`src/rtl/lsb_stego_message_extractor_unit_assert.svh`:
```
`ifndef LSB_STEGO_MESSAGE_EXTRACTOR_UNIT_ASSERT_SVH
`define LSB_STEGO_MESSAGE_EXTRACTOR_UNIT_ASSERT_SVH

// same-cycle implication, disabled while reset is low
`define LSME_ASSERT_NOW(lbl, clk, rstn, ante, cons) \
  lbl: assert property (@(posedge clk) disable iff (!(rstn)) (ante) |-> (cons)) \
    else $error("assertion failed");

// next-cycle implication, disabled while reset is low
`define LSME_ASSERT_NEXT(lbl, clk, rstn, ante, cons) \
  lbl: assert property (@(posedge clk) disable iff (!(rstn)) (ante) |=> (cons)) \
    else $error("assertion failed");

`endif

```
`src/rtl/lsme_pkg.sv`:
```
package lsme_pkg;

  localparam int unsigned PixW    = 8;
  localparam int unsigned MarkerW = 32;
  localparam int unsigned CountW  = 3;
  localparam int unsigned HeldIdxW = 2;
  localparam logic [MarkerW-1:0] MarkerReset = 32'h4024_2440;

  typedef logic [MarkerW-1:0] marker_t;
  typedef logic [PixW-1:0]    char_t;

  // decoder state carried from one word to the next
  typedef struct packed {
    logic [6:0]        gather;
    logic [CountW-1:0] cnt;
    logic [CountW-1:0] match;
    logic              done;
  } dec_state_t;

  // everything one pixel word causes on the result side
  typedef struct packed {
    logic [CountW-1:0] held_cnt;
    logic              has_char;
    char_t             ch;
    logic              has_term;
    logic              found;
  } job_t;

  function automatic char_t marker_byte(marker_t pat, logic [HeldIdxW-1:0] idx);
    char_t b;
    unique case (idx)
      2'd0: b = pat[31:24];
      2'd1: b = pat[23:16];
      2'd2: b = pat[15:8];
      default: b = pat[7:0];
    endcase
    return b;
  endfunction

endpackage

```
`src/rtl/lsme_if.sv`:
```
interface lsme_pixel_if;
  logic       valid;
  logic       ready;
  logic [7:0] pixel;
  logic       last_pixel;

  modport source (output valid, output pixel, output last_pixel, input ready);
  modport sink (input valid, input pixel, input last_pixel, output ready);
endinterface

interface lsme_result_if;
  logic       valid;
  logic       ready;
  logic [7:0] character;
  logic       is_char;
  logic       last;
  logic       marker_found;

  modport source (output valid, output character, output is_char, output last,
                  output marker_found, input ready);
  modport sink (input valid, input character, input is_char, input last,
                input marker_found, output ready);
endinterface

```
`src/rtl/lsme_step.sv`:
```
module lsme_step #(
  parameter int unsigned MarkerLen = 4
) (
  input  lsme_pkg::dec_state_t st_i,
  input  lsme_pkg::marker_t    marker_i,
  input  logic                 bit_i,
  input  logic                 last_pixel_i,
  output lsme_pkg::dec_state_t st_o,
  output lsme_pkg::job_t       job_o
);
  import lsme_pkg::*;

  char_t             ch;
  logic [CountW-1:0] mc;
  logic [CountW-1:0] mcn;
  logic              term;

  assign ch = {st_i.gather, bit_i};
  assign mc = st_i.match;

  always_comb begin
    st_o  = st_i;
    job_o = '0;
    mcn   = mc;
    term  = 1'b0;
    if (!st_i.done) begin
      if (st_i.cnt == 3'd7) begin
        st_o.gather = '0;
        st_o.cnt    = '0;
        if (mc == '0) begin
          if (ch == marker_byte(marker_i, 2'd0)) begin
            mcn = 3'd1;
          end else begin
            job_o.has_char = 1'b1;
            job_o.ch       = ch;
          end
        end else if (ch == marker_byte(marker_i, mc[HeldIdxW-1:0])) begin
          mcn = mc + 3'd1;
        end else begin
          // mismatch: flush the held prefix, then this character
          job_o.held_cnt = mc;
          job_o.has_char = 1'b1;
          job_o.ch       = ch;
          mcn            = '0;
        end
        if (mcn == CountW'(MarkerLen)) begin
          mcn            = '0;
          st_o.done      = 1'b1;
          job_o.has_term = 1'b1;
          job_o.found    = 1'b1;
          term           = 1'b1;
        end
      end else begin
        st_o.gather = {st_i.gather[5:0], bit_i};
        st_o.cnt    = st_i.cnt + 3'd1;
      end
      if (last_pixel_i && !term) begin
        if (mcn != '0) begin
          job_o.held_cnt = mcn;
        end
        mcn            = '0;
        st_o.gather    = '0;
        st_o.cnt       = '0;
        st_o.done      = 1'b1;
        job_o.has_term = 1'b1;
        job_o.found    = 1'b0;
      end
      st_o.match = mcn;
    end
  end

endmodule

```
`src/rtl/lsb_stego_message_extractor_unit.sv`:
```
// Pulls message characters out of the pixel LSBs, eight pixel words per character,
// first bit into bit 7, and holds back characters that may start the end marker.
// A pixel word is taken in every cycle as long as the second slot of the two-deep
// result queue is free; the decoder state updates in the accept cycle. Results
// leave one per cycle while the receiver is ready: a word that flushes a held marker
// prefix yields up to MARKER_LEN+1 results and occupies its queue slot until all
// have left, stalling input only when both slots hold pending results. After the
// terminator (marker seen, or last_pixel) all pixel words are taken and dropped
// until reset.
module lsb_stego_message_extractor_unit #(
  parameter int unsigned MARKER_LEN = 4
) (
  input  logic                clk_i,
  input  logic                rst_ni,
  input  logic                cfg_we_i,
  input  lsme_pkg::marker_t   cfg_wdata_i,
  lsme_pixel_if.sink          pix_i,
  lsme_result_if.source       res_o
);
  import lsme_pkg::*;

  marker_t              marker_q;
  dec_state_t           st_q, st_d;
  job_t                 new_job;
  job_t                 h_q, s_q;
  logic                 h_vld_q, s_vld_q;
  logic [HeldIdxW-1:0]  hi_q;

  logic accept, new_any, pop, pop_last, head_free;
  logic kind_held;

  lsme_step #(
    .MarkerLen(MARKER_LEN)
  ) u_step (
    .st_i        (st_q),
    .marker_i    (marker_q),
    .bit_i       (pix_i.pixel[0]),
    .last_pixel_i(pix_i.last_pixel),
    .st_o        (st_d),
    .job_o       (new_job)
  );

  assign pix_i.ready = !s_vld_q;
  assign accept      = pix_i.valid && pix_i.ready;
  assign new_any     = new_job.has_char || new_job.has_term;

  assign kind_held = {1'b0, hi_q} < h_q.held_cnt;
  assign pop       = h_vld_q && res_o.ready;
  always_comb begin
    if (kind_held) begin
      pop_last = ({1'b0, hi_q} + 3'd1 == h_q.held_cnt) && !h_q.has_char && !h_q.has_term;
    end else if (h_q.has_char) begin
      pop_last = !h_q.has_term;
    end else begin
      pop_last = 1'b1;
    end
  end
  assign head_free = !h_vld_q || (pop && pop_last);

  assign res_o.valid        = h_vld_q;
  assign res_o.character    = kind_held ? marker_byte(marker_q, hi_q)
                            : (h_q.has_char ? h_q.ch : '0);
  assign res_o.is_char      = kind_held || h_q.has_char;
  assign res_o.last         = !kind_held && !h_q.has_char;
  assign res_o.marker_found = !kind_held && !h_q.has_char && h_q.found;

  always_ff @(posedge clk_i or negedge rst_ni) begin
    if (!rst_ni) begin
      marker_q <= MarkerReset;
    end else if (cfg_we_i) begin
      marker_q <= cfg_wdata_i;
    end
  end

  always_ff @(posedge clk_i or negedge rst_ni) begin
    if (!rst_ni) begin
      st_q    <= '0;
      h_q     <= '0;
      s_q     <= '0;
      h_vld_q <= 1'b0;
      s_vld_q <= 1'b0;
      hi_q    <= '0;
    end else begin
      if (accept) begin
        st_q <= st_d;
      end
      if (head_free) begin
        hi_q <= '0;
        // ready is low while the spare is full, so no new word lands here then
        if (s_vld_q) begin
          h_q     <= s_q;
          h_vld_q <= 1'b1;
          s_vld_q <= 1'b0;
        end else if (accept && new_any) begin
          h_q     <= new_job;
          h_vld_q <= 1'b1;
        end else begin
          h_vld_q <= 1'b0;
        end
      end else begin
        if (pop) begin
          if (kind_held) begin
            hi_q <= hi_q + 2'd1;
          end else begin
            h_q.has_char <= 1'b0;
          end
        end
        if (accept && new_any) begin
          s_q     <= new_job;
          s_vld_q <= 1'b1;
        end
      end
    end
  end

`include "lsb_stego_message_extractor_unit_assert.svh"

  `LSME_ASSERT_NOW(a_spare_needs_head, clk_i, rst_ni, s_vld_q, h_vld_q)
  `LSME_ASSERT_NOW(a_held_idx_range, clk_i, rst_ni, h_vld_q, ({1'b0, hi_q} <= h_q.held_cnt))
  `LSME_ASSERT_NEXT(a_silent_after_done, clk_i, rst_ni,
                    st_q.done && !h_vld_q && !s_vld_q, !h_vld_q)

endmodule

```
`src/flat_wrapper.sv`:
```
// flat-port wrapper written by rule: the top's interface ports become plain ports
module lsb_stego_message_extractor_unit_flat import lsme_pkg::*;
#(
  parameter int unsigned MARKER_LEN = 4
)
  (clk_i, rst_ni, cfg_we_i, cfg_wdata_i, pix_i_valid, pix_i_pixel, pix_i_last_pixel, pix_i_ready, res_o_valid, res_o_character, res_o_is_char, res_o_last, res_o_marker_found, res_o_ready);
  lsme_pixel_if pix_i_i ();
  lsme_result_if res_o_i ();
  input  logic clk_i;
  input  logic rst_ni;
  input  logic cfg_we_i;
  input  lsme_pkg::marker_t cfg_wdata_i;
  input wire logic [$bits(pix_i_i.valid)-1:0] pix_i_valid;
  input wire logic [$bits(pix_i_i.pixel)-1:0] pix_i_pixel;
  input wire logic [$bits(pix_i_i.last_pixel)-1:0] pix_i_last_pixel;
  output wire logic [$bits(pix_i_i.ready)-1:0] pix_i_ready;
  output wire logic [$bits(res_o_i.valid)-1:0] res_o_valid;
  output wire logic [$bits(res_o_i.character)-1:0] res_o_character;
  output wire logic [$bits(res_o_i.is_char)-1:0] res_o_is_char;
  output wire logic [$bits(res_o_i.last)-1:0] res_o_last;
  output wire logic [$bits(res_o_i.marker_found)-1:0] res_o_marker_found;
  input wire logic [$bits(res_o_i.ready)-1:0] res_o_ready;
  assign pix_i_i.valid = pix_i_valid;
  assign pix_i_i.pixel = pix_i_pixel;
  assign pix_i_i.last_pixel = pix_i_last_pixel;
  assign pix_i_ready = pix_i_i.ready;
  assign res_o_valid = res_o_i.valid;
  assign res_o_character = res_o_i.character;
  assign res_o_is_char = res_o_i.is_char;
  assign res_o_last = res_o_i.last;
  assign res_o_marker_found = res_o_i.marker_found;
  assign res_o_i.ready = res_o_ready;
  lsb_stego_message_extractor_unit #(.MARKER_LEN(MARKER_LEN)) u_core (.clk_i(clk_i), .rst_ni(rst_ni), .cfg_we_i(cfg_we_i), .cfg_wdata_i(cfg_wdata_i), .pix_i(pix_i_i), .res_o(res_o_i));
endmodule
```
`config.mk`:
```
export PLATFORM = sky130hd
export DESIGN_NAME = lsb_stego_message_extractor_unit_flat
export DESIGN_NICKNAME = d
export VERILOG_FILES = /design/src/rtl/lsme_pkg.sv /design/src/rtl/lsme_if.sv /design/src/rtl/lsme_step.sv /design/src/rtl/lsb_stego_message_extractor_unit.sv /design/src/flat_wrapper.sv
export VERILOG_INCLUDE_DIRS = /design/src /design/src/rtl
export SDC_FILE = /design/constraint.sdc
export NUM_CORES = 1
export LEC_CHECK = 0
export ABC_AREA = 1
export BUFFER_PORTS_ARGS = -buffer_cell sky130_fd_sc_hd__buf_4
export CAP_MARGIN = 0
export CORE_ASPECT_RATIO = 1.25
export CORE_MARGIN = 3
export CORE_UTILIZATION = 50
export DETAILED_ROUTE_END_ITERATION = 8
export MAX_ROUTING_LAYER = met4
export PLACE_DENSITY_LB_ADDON = 0.25
export REMOVE_ABC_BUFFERS = 1
export SYNTH_ARGS = -nofsm -noshare
export SYNTH_HDL_FRONTEND = slang
export SYNTH_HIERARCHICAL = 1
export SYNTH_SLANG_ARGS = --single-unit
```
`constraint.sdc`:
```
create_clock -name clk_i -period 3.9 [get_ports clk_i]
set_input_delay 0.195 -clock clk_i [delete_from_list [all_inputs] [get_ports clk_i]]
set_output_delay 0.195 -clock clk_i [all_outputs]
set_load 0.005 [all_outputs]
```
Yosys cells after proc, flatten, opt, wreduce, memory -nomap -nowiden

Cells that the tools add are included.

Add/sub/neg operators: 4
$lt $le $gt $ge: 1
Eq/ne operators: 11
Muxes and demuxes: 50
Bitwise logic cells: 2
Reductions and logical operators: 31

Operators with widths:

| operator              | count |
|---|---|
| $mux W8               | 8 |
| $mux W14              | 4 |
| $pmux W8 S3           | 2 |
| $mux W3               | 12 |
| $mux W10              | 2 |
| $mux W9               | 2 |
| $eq A8 B8 Y1          | 2 |
| $mux W1               | 14 |
| $mux W12              | 1 |
| $mux W2               | 5 |
| $logic_and A1 B1 Y1   | 9 |
| $reduce_and A2 Y1     | 4 |
| $reduce_bool A2 Y1    | 4 |
| $add A3 B1 Y3 const B | 2 |
| $eq A3 B3 Y1 const B  | 2 |
| $logic_not A1 Y1      | 6 |
| $eq A2 B1 Y1 const B  | 2 |
| $eq A2 B2 Y1 const B  | 2 |
| $logic_not A2 Y1      | 2 |
| $add A2 B1 Y3 const B | 1 |
| $eq A3 B3 Y1          | 1 |
| $logic_not A3 Y1      | 1 |
| $logic_or A1 B1 Y1    | 3 |
| $lt A2 B3 Y1          | 1 |
| other kinds (6)       | 7 |

Flip-flop bits (word level): 78
Bits of input ports: 46
Output and inout port bits: 13

Longest topological paths before layout

Gate-level depths: netlist (run 1).

Depth in word-level cells: 23
Gate-level depth with buffers: 27
Mapped depth without buffers: 25

By module

Netlist (run 1), hierarchy kept.

Modules (own cells, without submodules):

| module                           | instances | cells each | area an instance (um^2) |
|---|---|---|---|
| lsb_stego_message_extractor_unit | 1         | 423        | 3758.6 |
| lsme_step                        | 1         | 224        | 1061.0 |

Worst setup path before layout (run 1)

Ideal clock, no wire load.

Path type: register to register
Start: reg u_core/st_q[1] in the netlist's numbering
End: reg u_core/h_q[1] in the netlist's numbering
Library setup time: 116 ps
Data arrival time: 2719 ps
Required time: 3784 ps
Path slack: 1064 ps
Stages on the path, launching flop included: 23
Clock period less this slack: 2836 ps
Cell sequence: dfrtp_1 -> inv_1 -> ha_1 -> buf_2 -> a21oi_1 -> nand2_1 -> nand2_1 -> nand2_1 -> nand2_1 -> nand2_1 -> nor2_2 -> nand2_1 -> nor3_2 -> nand3_2 -> a21oi_1 -> inv_1 -> a21oi_2 -> nor2_1 -> inv_2 -> nand2_4 -> buf_2 -> nand2_1 -> nand2_1

RTL lines:

| what                     | RTL line                               | text |
|---|---|---|
| start: declaration       | lsb_stego_message_extractor_unit.sv:23 | `dec_state_t st_q, st_d;` |
| start signal: assignment | lsb_stego_message_extractor_unit.sv:85 | `st_q <= st_d;` |
| end signal: assignment   | lsb_stego_message_extractor_unit.sv:91 | `h_q <= s_q;` |
| end signal: assignment   | lsb_stego_message_extractor_unit.sv:95 | `h_q <= new_job;` |
| end: declaration         | lsb_stego_message_extractor_unit.sv:25 | `job_t h_q, s_q;` |

==> results.md, run 1 <==
* Status: finished, final reports clean
* Post-synth top area share at 0.374
* Layout cells sized above 1 at 0.201
* Critical path origin: u_core/st_q[1]
* DP Cell Count at 798
* WL/cell at 14.5 µm
* Cell Area, Synth at 4820 µm²
* CTS H-Tree Depth at 3
* Most instantiated library cell after synthesis: nand2_1
* RSZ-0062 raised after global routing: no
* Avg Synthesized Cell Area at 7.45 µm²
* Clock skew at 0.00537 ns
* R2r startpoint: u_core/st_q[1]
* #FFs+latches synth at 78
* Largest delay contributor family on the critical path: simple AND/OR/NAND/NOR gates
* Final non-filler cell total at 814
* Cell taking the most area after synthesis: dfrtp_1
* Worst slack at placement at 0.554 ns
* CP Capture Type: register
* Area after DPL at 5220 µm²
* CP max stage delay at 0.47 ns
* TritonCTS Buffers at 9
* Row cnt at 39
* Critical Path Sink: u_core/h_q[12]
* CTS Sinks at 78
* Fillers at 861
* Fin worst setup slack at 0.434 ns
* Die width at 93.8 µm
* CTS Hold Buffers Added at 0
* Setup violations, final at 0
* Design area at 5570 µm²
* Async set-reset flop share out of synthesis at 1.00
* Min cycle time layout at 3.47 ns
* Crit-path cells: inv_1 > ha_1 > nand2_1 > nand3_1 > nand2_1 > nand2_1 > nand2_1 > nand2_1 > nand2_1 > nor2_2 > nand2_1 > nor3_2 > nand3_2 > a21oi_1 > inv_1 > a21oi_2 > nor2_1 > inv_2 > nand2_4 > inv_6 > nand2_1 > o21ai_0
* TritonRoute pass-1 iters at 4
* VDD IR-drop max at 266 µV
* Worst-Margin Slew at 0.993 ns
* Final Util at 0.600
* Total power at 2.30 mW
* Post-synthesis sequential area ratio at 0.407
* Nets at 744
* Critical path arrival at 3.72 ns
* Post-route clock period utilization at 0.889
* Worst slew margin at 0.338
* Gp weighted congestion at 0.884
* Die area at 10900 µm²
* TNS Setup at 0 ns
* Vias in the first global route at 4132
* Pins over their slew limit at 0
* Max Fanout on Critical Path at 16
* Initial antenna violation count at 0
* Multi-input gate area at 2370 µm²
* F_max at 0.288 GHz
* DIE HEIGHT at 116 µm
* Post-synthesis cell type count at 40
* TritonCTS clock tree: built
* CP startpoint kind: register
* Antenna Violating Nets Remaining at 0
* Hold Crit Class: in2async
* Total grt overflow at 0
* DRC viols at 0
* Most frequent cells after synthesis: 231 x nand2_1, 76 x inv_1, 72 x dfrtp_1, 46 x o21ai_0, 34 x nand3_1
* Vias at 4289
* CP Class: reg2reg
* Vias/cell at 5.27
* Power Density at 414 nW/µm²
* Cells after Synth at 647
* FF-to-FF setup slack at 0.43 ns
* Input/output buffers at 51
* CP Depth at 22
* R2R Path End: u_core/h_q[12]
* Primary FF master, synth: dfrtp_1
* Yosys Warn Count at 6
* Synth top area cells: dfrtp_1 37%, nand2_1 18%, inv_1 5.9%, o21ai_0 4.8%, nand3_1 3.5%
* Buffer depth of the longest clock path at 2
* Root Driver: clkbuf_16
* Worst hold slack at 0.0358 ns
* HPWL reported at the end of detailed placement at 8190 µm
* Overall routed net length at 11800 µm
* First-pass GRT wire length at 19500 µm
* Starting DRT DRC Count at 260
* Reg area at 1960 µm²
* Leak at 2.73 nW
* Ports at 59
* Worst-Skew Late Latency at 0.33 ns
* Fin. Hold Viols at 0
* Number of synthesized flops with an enable pin at 0
* CP bufs+invs at 4
* Inserted Diodes at 0
* Crit-path slowest cell: ha_1
* R2R cell count at 22
* Initial Util at 0.520
* Total core area at 9270 µm²
* Max Cap Viol at 0
* Total Routing Usage GR at 0.236
* CP required at 4.15 ns
* Largest net degree at the start of global routing at 79
* Area growth syn-to-layout at 15.5%
* Gates resized, CTS repair at 0
* Setup bufs post-CTS at 0
* Clock slew at reported path FFs at 0.06 ns
* Crit path top cell by count: nand2_1
==> final cells by class <==
cell class	instances	share of cell area
Clock buffer	10	0.0429
Sequential cell	78	0.352
Tap cell	123	0.0277
Inverter	84	0.0580
Timing Repair Buffer	55	0.0742
Clock inverter	6	0.0196
Multi-Input combinational cell	458	0.426
==> worst min-delay path by stage <==
stage | start | to | slack [ns]
2_1_floorplan | rst_ni | u_core/h_q[0] | -0.10
3_3_place_gp | cfg_wdata_i[8] | u_core/marker_q[8] | 0.40
3_5_place_dp | cfg_wdata_i[5] | u_core/marker_q[5] | 0.41
4_1_cts | cfg_wdata_i[5] | u_core/marker_q[5] | 0.06
5_1_grt | cfg_wdata_i[10] | u_core/marker_q[10] | 0.06
6_report | rst_ni | u_core/marker_q[16] | 0.04
==> layer usage <==
layer | vias up | track usage | part of all wire
li1 | 2128 | - | -
met1 | 1987 | 0.291 | 0.44
met2 | 135 | 0.376 | 0.48
met3 | 39 | 0.0338 | 0.046
met4 | 0 | 0.125 | 0.037
met5 | - | - | 0
==> power by group <==
group          leakage, nW  internal [mW]  switching (mW)
clock network        0.172          0.641           0.329
logic                 1.55          0.154           0.231
registers             1.01          0.880          0.0687
==> cells by family after synthesis <==
family                     synth area share
DFF                                   0.407
AOI/OAI and AO/OA                     0.141
and+or+nand+nor                       0.285
xor gates and xnor gates             0.0164
adders and majority gates            0.0312
buffers and inverters                 0.102
muxes                                0.0187
==> layout by cell type (no fill, tap or decap), drive strengths merged, types with 6 or more instances in the layout <==
cell type  instances
nand2            253
nand3             37
clkbuf            10
ha                12
dfrtp             72
xnor2              8
dfstp              6
o21ai             72
a21oi             17
inv               83
o221ai             8
buf               55
a32o               8
mux2               8
nor2              25
==> worst register-to-register path: stages (launching register included) <==
cell	delay, ns
dfrtp_1	0.45
inv_1	0.16
ha_1	0.47
nand2_1	0.12
nand3_1	0.11
nand2_1	0.08
nand2_1	0.09
nand2_1	0.05
nand2_1	0.06
nand2_1	0.09
nor2_2	0.19
nand2_1	0.11
nor3_2	0.18
nand3_2	0.15
a21oi_1	0.15
inv_1	0.10
a21oi_2	0.17
nor2_1	0.10
inv_2	0.08
nand2_4	0.14
inv_6	0.20
nand2_1	0.08
o21ai_0	0.08
==> state kept, by name (all words and copies together), names as in the netlist <==
signal / count
u_core/s_vld_q: 1
u_core/marker_q: 32
u_core/hi_q: 2
u_core/s_q: 14
u_core/res_o.valid: 1
u_core/h_q: 14
u_core/st_q: 14
(Power assumes the default switching activity.)
==> run 2, diff against run 1 <==
- CORE_UTILIZATION: 50 -> 39
- SKIP_LAST_GASP: default -> 1
==> run 2 against run 1 <==
Routed wire length increased by 4.1%. First-iteration DRC count up 4.6%. Maximum frequency up 1.4%. Clock skew increased by 0.0022 ns. Sequential share of layout area up 0.32 points. Total power down 9.8%. Non-clock buffer count is the same. Sequential power hardly changed. Worst setup slack gained 0.049 ns.
==> results.md, run 2 (synthesized netlist as in run 1, its figures left out) <==
* Total power at 2.08 mW
* Initial Util at 0.407
* Largest register by flop count: u_core/marker_q
* Fin. Hold Viols at 0
* VDD IR-drop max at 162 µV
* Setup bufs post-CTS at 0
* Ports at 59
* CP startpoint kind: register
* Total grt overflow at 0
* Row cnt at 44
* Power Density at 377 nW/µm²
* Final Util at 0.466
* F_max at 0.293 GHz
* CTS Hold Buffers Added at 0
* Part of the power in combinational logic at 0.186
* Leak at 2.68 nW
* Most frequent cells in the layout: 231 x nand2_1, 76 x inv_1, 72 x dfrtp_1
* Met2 usage at 0.324
* Worst slew margin at 0.324
* Fillers at 1217
* Commonest non-fill, non-tap cell in the layout: nand2_1
* Largest net degree at the start of global routing at 79
* Worst hold slack at 0.0334 ns
* Critical path arrival at 3.67 ns
* CTS H-Tree Depth at 3
* Vias at 4193
* CTS Sinks at 78
* CP Capture Type: register
* Die width at 105 µm
* Layout cells sized above 1 at 0.194
* Buffer depth of the longest clock path at 2
* Hold Crit Class: in2async
* TNS Setup at 0 ns
* CP Class: reg2reg
* CP required at 4.15 ns
* Die area at 13700 µm²
* Cell-internal power at 1.46 mW
* Root Driver: clkbuf_16
* Clock power frac at 0.358
* Pins over their slew limit at 0
* Sw Ratio at 0.298
* Gp weighted congestion at 0.893
* First-pass GRT wire length at 20900 µm
* Total core area at 11800 µm²
* Critical path origin: u_core/st_q[1]
* Worst-Margin Slew at 1.01 ns
* HPWL reported at the end of detailed placement at 8520 µm
* Input/output buffers at 51
* Most crowded layer after global routing: met2
* Total Routing Usage GR at 0.198
* Max Fanout on Critical Path at 16
* Met3 Use GR at 0.0336
* Max Cap Viol at 0
* TritonRoute pass-1 iters at 5
* Initial antenna violation count at 0
* Antenna Violating Nets Remaining at 0
* RSZ-0062 raised after global routing: no
* Clock slew at reported path FFs at 0.06 ns
* Status: finished, final reports clean
* DIE HEIGHT at 130 µm
* Setup violations, final at 0
* Post-route clock period utilization at 0.876
* Min cycle time layout at 3.42 ns
* Final non-filler cell total at 851
* DRC viols at 0
* Vias/cell at 4.93
* Switching power at 0.618 mW
* Starting DRT DRC Count at 272
* R2r startpoint: u_core/st_q[1]
* Vias in the first global route at 4162
* Inserted Diodes at 0
* WL/cell at 14.4 µm
* TritonCTS Buffers at 9
* Nets at 744
* Routing usage on met1 at 0.242
* Sequential power share at 0.456
* Area growth syn-to-layout at 14.4%
* Largest register FFs at 32
* Overall routed net length at 12300 µm
* Gates resized, CTS repair at 0
* Clock skew at 0.00758 ns
* Worst-Skew Late Latency at 0.34 ns
* DP Cell Count at 836
* TritonCTS clock tree: built
-- run 2: cell count changes in the layout (fill, tap and decap cells not counted) --
cell       before  now
bufinv_16       3    0
clkinv_4        1    0
clkbuf_1        0    4
clkbuf_8        1    0
-- run 2: worst max-delay path, stage by stage (launching register included) --
cell and delay, ns:
dfrtp_1 0.44, inv_1 0.17, ha_1 0.47, nand2_1 0.09, nand3_1 0.11, nand2_1 0.08
nand2_1 0.07, nand2_1 0.04, nand2_1 0.06, nand2_1 0.07, nor2_2 0.19, nand2_1 0.11
nor3_2 0.17, nand3_2 0.14, a21oi_1 0.14, inv_1 0.10, a21oi_2 0.19, nor2_1 0.10
inv_2 0.08, nand2_4 0.14, inv_6 0.20, nand2_1 0.07, o21ai_0 0.08
-- run 2: path summary, 6_finish.rpt --
path                       slack (ns)  cells after the start                   to
hold / removal                   0.03                      1  u_core/marker_q[20]
setup / recovery                 0.48                     22       u_core/h_q[13]
setup reg to reg                 0.48                     22       u_core/h_q[13]
hold reg to reg                  0.48                      2        u_core/s_q[3]
min in group clk_i               0.06                      3  u_core/marker_q[12]
max in group asynchronous        3.22                      1  u_core/marker_q[14]
-- run 2: area by class of cell --
type | count | area [µm²] | share of cell area
Clock buffer | 13 | 240 | 0.0436
Clock inverter | 2 | 10.0 | 0.00181
Inverter | 84 | 323 | 0.0585
Multi-Input combinational cell | 458 | 2370 | 0.429
Sequential cell | 78 | 1960 | 0.355
Tap cell | 161 | 201 | 0.0365
Timing Repair Buffer | 55 | 413 | 0.0749
-- run 2: through the flow --
step / setup WS (ns) / area (µm²)
2_1_floorplan: 0.924 / 4650
3_3_place_gp: 0.557 / 5270
3_5_place_dp: 0.508 / 5270
4_1_cts: 0.503 / 5520
5_1_grt: 0.0468 / 5520
6_report: 0.483 / 5520
-- run 2: routing by layer --
metal,share of wire,routed length [µm]
met1,0.45,5490
met2,0.48,5930
met3,0.046,561
met4,0.024,295
met5,0,0
-- run 2: power groups by stage --
| stage | combinational, mW | clock, mW | sequential, mW |
|---|---|---|---|
| final | 0.387 | 0.744 | 0.948 |
| after global routing | 0.444 | 0.800 | 0.958 |
| after CTS | 0.390 | 0.761 | 0.948 |
| after detailed placement | 0.388 | 0 | 0.961 |
| after global placement | 0.380 | 0 | 0.960 |
| after floorplan | 0.249 | 0 | 0.944 |
==> run 3, diff against run 2 <==
- ABC_AREA: 1 -> default
==> run 3 against run 2 <==
First-iteration DRC count is 27% lower. Die area shrank 4.6%. Global-route usage down 1.8 points. Design area is 1.1% lower. Clock skew hardly changed. Sequential cell count did not move. Combinational power grew to 2.8 times the previous value. Final cell count fell by 30%. Critical path type unchanged. Highest routed layer unchanged.
==> results.md, run 3 <==
* Status: finished, final reports clean
* HPWL reported at the end of detailed placement at 7340 µm
* DRC viols at 0
* Ports at 59
* Min cycle time layout at 3.56 ns
* Largest delay contributor family on the critical path: compound AO/OA/AOI/OAI gates
* CP startpoint kind: register
* DIE HEIGHT at 127 µm
* WL/cell at 18.0 µm
* Inserted Diodes at 0
* Cell Area, Synth at 4580 µm²
* Max Fanout on Critical Path at 10
* Input/output buffers at 51
* Leak at 2.46 nW
* Primary FF master, synth: dfrtp_1
* CTS Hold Buffers Added at 0
* Crit-path cells: buf_4 > ha_1 > mux2i_1 > xnor2_1 > nand4_2 > o21ai_0 > a211oi_2 > or2_2 > a21oi_1 > o32ai_1 > a31oi_1 > mux2_2
* Critical path arrival at 3.79 ns
* Post-synthesis sequential area ratio at 0.427
* Hold Crit Class: in2async
* Yosys Warn Count at 6
* First-pass GRT wire length at 17400 µm
* Max Cap Viol at 0
* Worst-Margin Slew at 0.982 ns
* TritonCTS clock tree: built
* Metal-1 WL at 4440 µm
* Post-synthesis cell type count at 47
* Fin. Hold Viols at 0
* Largest net degree at the start of global routing at 79
* Top Layer Used: met4
* CP required at 4.13 ns
* CTS Sinks at 78
* Pins over their slew limit at 0
* Cell taking the most area after synthesis: dfrtp_1
* Buffer depth of the longest clock path at 2
* Initial Util at 0.406
* Setup violations, final at 0
* Antenna Violating Nets Remaining at 0
* WL met3 at 715 µm
* Vias in the first global route at 3344
* Initial antenna violation count at 0
* Total power at 3.17 mW
* Area growth syn-to-layout at 19.0%
* Row cnt at 43
* Layout cells sized above 1 at 0.387
* Number of synthesized flops with an enable pin at 0
* Worst-Skew Late Latency at 0.34 ns
* Starting DRT DRC Count at 198
* Post-route clock period utilization at 0.912
* CP bufs+invs at 1
* Overall routed net length at 10800 µm
* Power Density at 581 nW/µm²
* Commonest non-fill, non-tap cell in the layout: mux2_2
* CTS H-Tree Depth at 3
* Vias at 3371
* CP max stage delay at 0.57 ns
* F_max at 0.281 GHz
* RSZ-0062 raised after global routing: no
* Largest register FFs at 32
* Total grt overflow at 0
* CP Capture Type: register
* Total Routing Usage GR at 0.180
* TritonCTS Buffers at 9
* VDD IR-drop max at 280 µV
* Nets at 515
* TritonRoute pass-1 iters at 8
* Async set-reset flop share out of synthesis at 1.00
* Most frequent cells in the layout: 77 x mux2_2, 72 x dfrtp_1, 58 x buf_4
* Die area at 13100 µm²
* Gp weighted congestion at 0.808
* Clock skew at 0.00778 ns
* Most frequent cells after synthesis: 77 x mux2_2, 72 x dfrtp_1, 27 x nand2_1, 24 x o21ai_0, 19 x nor2_1
* Most instantiated library cell after synthesis: mux2_2
* Post-synth top area share at 0.393
* Vias/cell at 5.65
* CP Class: reg2reg
* Largest register by flop count: u_core/marker_q
* Total core area at 11300 µm²
* Cells after Synth at 412
* Clock slew at reported path FFs at 0.06 ns
* Synth top area cells: dfrtp_1 39%, mux2_2 19%, a222oi_1 3.5%, dfstp_2 3.4%, ha_1 3.3%
* Die width at 103 µm
* #FFs+latches synth at 78
* Met2 WL at 5430 µm
* Worst slew margin at 0.346
* TNS Setup at 0 ns
* Crit-path slowest cell: ha_1
* Avg Synthesized Cell Area at 11.1 µm²
* Root Driver: clkbuf_16
==> run 3: cell count changes after synthesis, moves of 16 or more <==
| cell | before | now |
|---|---|---|
| a222oi_1 | 0 | 16 |
| inv_1 | 76 | 18 |
| mux2_2 | 8 | 77 |
| nand2_1 | 231 | 27 |
| nand2_2 | 19 | 0 |
| nand3_1 | 34 | 13 |
| o21ai_0 | 46 | 24 |
==> run 3: path summary, 6_finish.rpt <==
kind                                start                  end  slack (ns)  cells after the start
setup / recovery           u_core/st_q[1]       u_core/h_q[10]        0.34                     12
hold / removal                     rst_ni  u_core/marker_q[22]        0.02                      1
setup reg to reg           u_core/st_q[1]       u_core/h_q[10]        0.34                     12
hold reg to reg             u_core/h_q[0]        u_core/h_q[0]        0.51                      1
max in group asynchronous          rst_ni        u_core/h_q[0]        3.25                      1
min in group clk_i         cfg_wdata_i[9]   u_core/marker_q[9]        0.08                      2
==> run 3: kinds of logic (layout without fill, tap and decap cells) <==
kind of cell               count (synthesis)  count (layout)  synth area share
AOI/OAI and AO/OA                         73              73             0.115
xor gates and xnor gates                  18              18            0.0344
adders and majority gates                 12              12            0.0328
buffers and inverters                     44              94            0.0437
DFF                                       78              78             0.427
muxes                                     97              97             0.243
and+or+nand+nor                           90              90             0.105
==> run 3: power breakdown <==
group          total (mW)  switching [mW]  internal, mW
combinational        1.08           0.563         0.520
clock               0.987           0.326         0.661
sequential           1.10           0.161         0.937
==> run 3: repair_timing <==
item	CTS	global route
setup endpoints to repair	0	27
buffers inserted	0	1
resized for setup	0	2
==> run 3: layout make-up <==
class	count	area (µm²)
flip-flops and latches	78	1960
inverters	18	67.6
clock buffers	13	260
repair buffers	60	475
well taps	135	169
fillers	1060	5840
clock inverters	3	90.1
multi-input cells	290	2430
==> run 3: layer usage <==
| metal | vias up | GRT usage |
|---|---|---|
| li1 | 1583 | - |
| met1 | 1658 | 0.228 |
| met2 | 116 | 0.277 |
| met3 | 14 | 0.0464 |
| met4 | 0 | 0.0655 |
| met5 | - | - |
==> run 3: metrics by stage <==
stage               cells  hold WS [ns]  cell area [µm²]  setup WS [ns]  utilization
finish                597        0.0210             5460          0.343        0.483
global route          597        0.0764             5460          0.101        0.483
CTS                   596        0.0577             5430          0.124        0.480
detailed placement    580         0.418             5080          0.147        0.449
global placement      580         0.418             5080          0.245        0.449
floorplan             386        -0.101             4450          0.615            -
==> run 3: worst reg2reg max path, delay by kind of cell (launching register included) <==
kind,cells,cell delay [ns]
AOI/OAI and AO/OA,5,0.99
xor gates and xnor gates,1,0.16
adders and majority gates,1,0.58
buffers and inverters,1,0.14
DFF,1,0.34
muxes,2,0.68
and+or+nand+nor,2,0.56
